<file path="src/rtl/tccw_pkg.sv">
`default_nettype none

package tccw_pkg;

    localparam int COLUMNS    = 80;
    localparam int ROWS       = 25;
    localparam int TAB_SPACES = 4;

    localparam int ROW_W   = 5;
    localparam int COL_W   = 7;
    localparam int CHAR_W  = 8;
    localparam int ATTR_W  = 8;
    localparam int NCELL_W = $clog2(TAB_SPACES + 1);

    localparam logic [CHAR_W-1:0] CH_BACKSPACE = 8'd8;
    localparam logic [CHAR_W-1:0] CH_TAB       = 8'd9;
    localparam logic [CHAR_W-1:0] CH_NEWLINE   = 8'd10;
    localparam logic [CHAR_W-1:0] CH_SPACE     = 8'd32;

    localparam logic [ATTR_W-1:0] ATTR_RESET = 8'd7;

    localparam logic ACT_WRITE = 1'b0;
    localparam logic ACT_CLEAR = 1'b1;

    typedef enum logic [1:0] {
        KIND_CELL   = 2'd0,
        KIND_CLEAR  = 2'd1,
        KIND_CURSOR = 2'd2
    } t_kind;

    typedef struct packed {
        logic              action;
        logic [CHAR_W-1:0] char_code;
    } t_in_item;

    typedef struct packed {
        t_kind             result_kind;
        logic [ROW_W-1:0]  cell_row;
        logic [COL_W-1:0]  cell_column;
        logic [CHAR_W-1:0] cell_char;
        logic [ATTR_W-1:0] cell_attribute;
        logic [ROW_W-1:0]  cursor_row_out;
        logic [COL_W-1:0]  cursor_column_out;
        logic              last;
    } t_out_item;

    typedef struct packed {
        logic [NCELL_W-1:0] ncells;
        logic [ROW_W-1:0]   row;
        logic [COL_W-1:0]   col;
        logic [CHAR_W-1:0]  chr;
        logic [ATTR_W-1:0]  attr;
        logic [ROW_W-1:0]   cur_row;
        logic [COL_W-1:0]   cur_col;
        logic               clear;
        logic [COL_W-1:0]   home_col;
    } t_job;

endpackage

`default_nettype wire

</file>
<file path="src/rtl/text_console_cursor_writer_core.sv">
// an accepted item is held in the job register and each of its results in the output register
// throughput: one result per cycle while the output is not stalled; an item gives 1 to
//   TAB_SPACES+1 results and holds the job register until its last one (a tab with a screen clear is longest)
// a new item is taken in the cycle its predecessor's last result leaves the job register
// reset: no item or result held, cursor at row 1 column 0, attribute 7
`default_nettype none

module text_console_cursor_writer_core (
    input  wire logic                      i_clk,
    input  wire logic                      i_rst_n,
    input  wire logic                      i_in_valid,
    output logic                           o_in_ready,
    input  wire tccw_pkg::t_in_item        i_in_item,
    output logic                           o_out_valid,
    input  wire logic                      i_out_ready,
    output tccw_pkg::t_out_item            o_out_item,
    input  wire logic                      i_cfg_valid,
    output logic                           o_cfg_ready,
    input  wire logic [tccw_pkg::ATTR_W-1:0] i_cfg_data
);

    logic [tccw_pkg::ATTR_W-1:0]  r_attr;
    logic [tccw_pkg::ROW_W-1:0]   r_cur_row;
    logic [tccw_pkg::COL_W-1:0]   r_cur_col;
    logic [tccw_pkg::ROW_W-1:0]   n_cur_row;
    logic [tccw_pkg::COL_W-1:0]   n_cur_col;
    logic                         r_jv;
    tccw_pkg::t_job               r_job;
    tccw_pkg::t_job               n_job;
    logic [tccw_pkg::NCELL_W-1:0] r_idx;
    logic                         r_ov;
    tccw_pkg::t_out_item          r_out;
    tccw_pkg::t_out_item          n_out;

    logic                         accept;
    logic                         emit;
    logic [tccw_pkg::ROW_W-1:0]   inc_row;
    logic [tccw_pkg::COL_W:0]     tab_sum;
    logic [tccw_pkg::COL_W:0]     tab_room;

    assign o_cfg_ready = 1'b1;
    assign o_out_valid = r_ov;
    assign o_out_item  = r_out;

    assign emit       = r_jv && (!r_ov || i_out_ready);
    assign o_in_ready = !r_jv || (emit && n_out.last);
    assign accept     = i_in_valid && o_in_ready;

    assign inc_row  = r_cur_row + 1'b1;
    assign tab_sum  = {1'b0, r_cur_col} + (tccw_pkg::COL_W+1)'(tccw_pkg::TAB_SPACES);
    assign tab_room = (tccw_pkg::COL_W+1)'(tccw_pkg::COLUMNS) - {1'b0, r_cur_col};

    // build the job for the incoming item
    always_comb begin
        n_job          = '0;
        n_job.row      = r_cur_row;
        n_job.col      = r_cur_col;
        n_job.chr      = i_in_item.char_code;
        n_job.attr     = r_attr;
        n_job.cur_row  = r_cur_row;
        n_job.cur_col  = r_cur_col;
        n_job.home_col = tccw_pkg::COL_W'(1);
        if (i_in_item.action == tccw_pkg::ACT_CLEAR) begin
            n_job.clear    = 1'b1;
            n_job.home_col = '0;
        end else begin
            if (i_in_item.char_code == tccw_pkg::CH_NEWLINE) begin
                n_job.cur_row = inc_row;
                n_job.cur_col = '0;
            end else if (i_in_item.char_code == tccw_pkg::CH_TAB) begin
                n_job.chr = tccw_pkg::CH_SPACE;
                if (tab_room >= (tccw_pkg::COL_W+1)'(tccw_pkg::TAB_SPACES)) begin
                    n_job.ncells = tccw_pkg::NCELL_W'(tccw_pkg::TAB_SPACES);
                end else begin
                    n_job.ncells = tccw_pkg::NCELL_W'(tab_room);
                end
                if (tab_sum >= (tccw_pkg::COL_W+1)'(tccw_pkg::COLUMNS)) begin
                    n_job.cur_row = inc_row;
                    n_job.cur_col = '0;
                end else begin
                    n_job.cur_col = tab_sum[tccw_pkg::COL_W-1:0];
                end
            end else if (i_in_item.char_code == tccw_pkg::CH_BACKSPACE) begin
                n_job.chr = tccw_pkg::CH_SPACE;
                if (r_cur_col != '0) begin
                    n_job.ncells  = tccw_pkg::NCELL_W'(1);
                    n_job.col     = r_cur_col - 1'b1;
                    n_job.cur_col = r_cur_col - 1'b1;
                end
            end else begin
                n_job.ncells = tccw_pkg::NCELL_W'(1);
                if ({1'b0, r_cur_col} + 1'b1 >= (tccw_pkg::COL_W+1)'(tccw_pkg::COLUMNS)) begin
                    n_job.cur_row = inc_row;
                    n_job.cur_col = '0;
                end else begin
                    n_job.cur_col = r_cur_col + 1'b1;
                end
            end
            n_job.clear = (n_job.cur_row >= tccw_pkg::ROW_W'(tccw_pkg::ROWS - 1));
        end
    end

    always_comb begin
        if (n_job.clear) begin
            n_cur_row = tccw_pkg::ROW_W'(1);
            n_cur_col = n_job.home_col;
        end else begin
            n_cur_row = n_job.cur_row;
            n_cur_col = n_job.cur_col;
        end
    end

    // result selected by the step counter
    always_comb begin
        n_out = '0;
        if (r_idx < r_job.ncells) begin
            n_out.result_kind       = tccw_pkg::KIND_CELL;
            n_out.cell_row          = r_job.row;
            n_out.cell_column       = r_job.col + tccw_pkg::COL_W'(r_idx);
            n_out.cell_char         = r_job.chr;
            n_out.cell_attribute    = r_job.attr;
            n_out.cursor_row_out    = r_job.cur_row;
            n_out.cursor_column_out = r_job.cur_col;
            n_out.last = (tccw_pkg::NCELL_W'(r_idx + 1'b1) == r_job.ncells) && !r_job.clear;
        end else if (r_job.clear) begin
            n_out.result_kind       = tccw_pkg::KIND_CLEAR;
            n_out.cell_char         = tccw_pkg::CH_SPACE;
            n_out.cell_attribute    = r_job.attr;
            n_out.cursor_row_out    = tccw_pkg::ROW_W'(1);
            n_out.cursor_column_out = r_job.home_col;
            n_out.last              = 1'b1;
        end else begin
            n_out.result_kind       = tccw_pkg::KIND_CURSOR;
            n_out.cursor_row_out    = r_job.cur_row;
            n_out.cursor_column_out = r_job.cur_col;
            n_out.last              = 1'b1;
        end
    end

    always_ff @(posedge i_clk) begin
        if (!i_rst_n) begin
            r_attr    <= tccw_pkg::ATTR_RESET;
            r_cur_row <= tccw_pkg::ROW_W'(1);
            r_cur_col <= '0;
            r_jv      <= 1'b0;
            r_idx     <= '0;
            r_ov      <= 1'b0;
        end else begin
            if (i_cfg_valid) begin
                r_attr <= i_cfg_data;
            end
            if (accept) begin
                r_cur_row <= n_cur_row;
                r_cur_col <= n_cur_col;
                r_jv      <= 1'b1;
            end else if (emit && n_out.last) begin
                r_jv <= 1'b0;
            end
            if (emit) begin
                r_idx <= n_out.last ? '0 : r_idx + 1'b1;
                r_ov  <= 1'b1;
            end else if (i_out_ready) begin
                r_ov <= 1'b0;
            end
        end
    end

    always_ff @(posedge i_clk) begin
        if (accept) begin
            r_job <= n_job;
        end
        if (emit) begin
            r_out <= n_out;
        end
    end

endmodule

`default_nettype wire
</file>
<file path="config.mk">
export PLATFORM = sky130hd
export DESIGN_NAME = text_console_cursor_writer_core
export DESIGN_NICKNAME = d
export VERILOG_FILES = /design/src/rtl/tccw_pkg.sv /design/src/rtl/text_console_cursor_writer_core.sv
export SDC_FILE = /design/constraint.sdc
export NUM_CORES = 1
export LEC_CHECK = 0
export BUFFER_PORTS_ARGS = -buffer_cell sky130_fd_sc_hd__buf_2
export CAP_MARGIN = 25
export CORE_ASPECT_RATIO = 1.5
export CORE_MARGIN = 2
export CORE_UTILIZATION = 45
export DETAILED_ROUTE_END_ITERATION = 10
export HOLD_SLACK_MARGIN = 0.02
export SLEW_MARGIN = 20
export SYNTH_ARGS = -nofsm -noshare
export SYNTH_HDL_FRONTEND = slang
export SYNTH_SLANG_ARGS = --single-unit
</file>
<file path="constraint.sdc">
create_clock -name i_clk -period 4.05 [get_ports i_clk]
set_input_delay 0.405 -clock i_clk [delete_from_list [all_inputs] [get_ports i_clk]]
set_output_delay 0.405 -clock i_clk [all_outputs]
set_load 0.005 [all_outputs]
</file>
==> summary.txt <==
Run status
  – Status: completed

Logic synthesis
  – Async S/R FF share, synth: 0%
  – Netlist cell types: 67
  – Sequential fraction of the synthesis area: 57.9%
  – Syn_area_per_cell: 11.4 sq um
  – Net count after synthesis: 512
  – Number of enable flip-flop cells after synthesis: 88
  – Yosys warns: 0
  – Post-synth top flop: edfxtp_1
  – Post-Syn Instances: 476
  – Register bit count reported by yosys: 113
  – Post-Syn Area: 5430 sq um

Route
  – WL final: 11.1 mm
  – DR WL/cell: 15.7 um
  – Vias per Instance: 5.35
  – Antenna viol nets, final: 0
  – First DRT Iteration DRCs: 187
  – DR DRC count: 0
  – Via count of the routed design: 3,781
  – TritonRoute pass-1 iters: 5

Floorplanning
  – Die area: 13,000 sq um
  – Initial core utilization: 45.7%
  – I/O Pins: 68
  – Row count: 49
  – Die width: 93.7 um
  – Core Box Area: 11,900 sq um
  – Die Ht: 139 um

STA
  – Fin crit period: 3.02 ns
  – Final slew viol count: 0
  – Slew headroom: 44.6%
  – Period utilisation layout: 74.5%
  – Final setup fails: 0
  – Maximum clock frequency: 332 MHz
  – Final Skew: 0.0113 ns
  – Post-route worst setup slack: 1.03 ns
  – Hold violation count in the final report: 0
  – Tightest Pin Transition: 0.831 ns
  – Hold slack: 0.228 ns
  – Unrepaired setup endpoints after global routing: no
  – Setup TNS: 0 ns

Flow run
  – Max cap viols: 0

Clock network
  – # Post-CTS Setup Buffers: 0
  – Clk buf depth: 2
  – TritonCTS clock tree: yes
  – Clock-pin slew on the worst setup and hold paths: 0.05 ns
  – H-Tree Depth: 4
  – CTS Root Cell: clkbuf_16
  – Hold_buf cts: 0
  – TritonCTS Buffers: 17
  – Clock sinks: 113
  – Clk_lat worst skew: 0.40 ns
  – Cts repair resizes: 0

Hold path
  – Hold Path End: r_attr[0]
  – Hold_sp: i_cfg_data[0]
  – Hold depth: 3
  – Hold Crit Class: input port to register

Final layout
  – Final nets: 577
  – Most frequent cells in the layout: edfxtp_1 (88), buf_2 (66), nand2_1 (45)
  – Antenna fix cells: 0
  – Share of post-route cells with drive strength above 1: 19.9%
  – Area grow syn2layout: 20.6%
  – Fin cells: 707
  – Final Core Density: 55.1%
  – Most common cell after layout, fill and taps aside: edfxtp_1

Setup path
  – Crit-path cells: ha_1 -> xnor2_1 -> xnor2_1 -> o41a_1 -> o31ai_4 -> nor2b_1 -> a41oi_1 -> o22ai_1
  – Most frequent CP cell: xnor2_1
  – Arr. time, crit path: 3.29 ns
  – Crit-path max cell delay: 0.71 ns
  – Worst setup EP type: register
  – R2R depth: 8
  – Worst r2r dst: r_cur_row[2]
  – Max FO, Critical Path: 14
  – R2R Setup Slk: 1.03 ns
  – Reg2reg start: r_idx[1]
  – Slowest-stage cell, CP: o31ai_4
  – Setup crit start kind: register
  – Critical path type: register to register
  – Worst Path Required: 4.32 ns

Place
  – Placed cells: 675
  – Place WS: 1.05 ns
  – IO buf count: 66
  – Hpwl dp: 8.07 mm
  – GP Congestion: 0.878

Global route
  – Total congestion overflow: 0
  – Largest net degree at the start of global routing: 47
  – Number of global-route vias before repair: 3,803
  – Global-route wire length before repair: 18.5 mm
  – Total Routing Usage GR: 18.3%
  – Initial antenna violation count: 0

Power
  – Power per Cell Area: 502 nW/um^2
  – Largest vdd supply drop: 0.000245 V
  – Leak Pwr: 0.00253 uW
flip-flops by register name (all words and copies together) (netlist names):
signal	flops
o_out_item	43
o_out_valid	1
r_attr	8
r_cur_col	7
r_cur_row	5
r_idx	3
r_job	45
r_jv	1
kinds of logic (layout without fill, tap and decap cells):
| kind of cell | Yosys count | after routing | synth area share [%] |
|---|---|---|---|
| other | 1 | 1 | 0.0690 |
| AO/OA/AOI/OAI | 92 | 92 | 12.0 |
| adder cells (fa/ha/maj) | 14 | 14 | 3.36 |
| XOR/XNOR | 20 | 20 | 3.23 |
| AND/OR/NAND/NOR | 178 | 178 | 17.6 |
| multiplexers | 13 | 13 | 2.44 |
| flip-flops | 113 | 113 | 57.9 |
| buffers and inverters | 45 | 123 | 3.36 |
synth_stat cells (all sizes together), types with 3 or more instances:
library cell / number / share of area, %
or4: 3 / 0.41
nand4: 4 / 0.46
o31ai: 7 / 1.2
o22ai: 5 / 0.58
nor3: 9 / 0.92
buf: 7 / 0.71
nor2b: 26 / 3.0
nand3: 14 / 1.3
a22o: 6 / 0.97
o211ai: 3 / 0.41
xnor2: 12 / 1.9
nand2b: 6 / 0.69
a31oi: 3 / 0.62
dfxtp: 25 / 9.2
o21ai: 21 / 1.9
and2: 28 / 3.2
nand2: 46 / 3.2
ha: 13 / 3.0
and3: 3 / 0.35
edfxtp: 88 / 49
inv: 18 / 1.2
o21a: 5 / 0.69
a21o: 5 / 0.69
a21oi: 17 / 1.6
or3: 5 / 0.58
clkbuf: 19 / 1.3
nor2: 22 / 1.6
xor2: 8 / 1.3
mux2i: 11 / 2.0
nor4: 3 / 0.46
cell type report:
class                      instances  area, sq um
fill                            1067         5350
sequential                       113         3140
multi-input combinational        318         2110
clock buffer                      20          437
timing repair buffer              72          388
clock inverter                    12          213
tap                              153          191
inverter                          19         71.3
through the flow:
step                total power [uW]  cell area (sq um)
floorplan                       1580               5430
global placement                1680               5900
detailed placement              1690               5900
CTS                             3320               6550
global route                    3420               6550
finish                          3290               6550
worst max path at each step:
stage	to	cells past startpoint	start
CTS	r_cur_row[2]	8	r_idx[2]
floorplan	r_cur_row[4]	8	r_idx[0]
global route	r_cur_row[2]	8	r_idx[2]
finish	r_cur_row[2]	8	r_idx[1]
detailed placement	r_cur_row[2]	8	r_idx[2]
global placement	r_cur_row[1]	9	r_job[50]
where the power goes:
part / internal (uW) / total [uW] / switching [uW]
Clock: 1150 / 1620 / 474
Sequential: 1370 / 1400 / 27.3
Combinational: 105 / 269 / 164
critical path, delay by kind of cell (launching register included):
kind	cells	cell delay, ns
AND/OR/NAND/NOR	1	0.39
adder cells (fa/ha/maj)	1	0.25
XOR/XNOR	2	0.24
flip-flops	1	0.44
AO/OA/AOI/OAI	4	1.58
metal layers:
layer  GRT usage [%]  wire (um)  vias to the layer above
met1            21.2       4460                     1775
met4            8.85        351                        0
met2            30.5       5710                      129
met5               0          0                        -
li1                -          -                     1856
met3            5.54        596                       21
No activity file was read; power rests on OpenSTA's default activity.
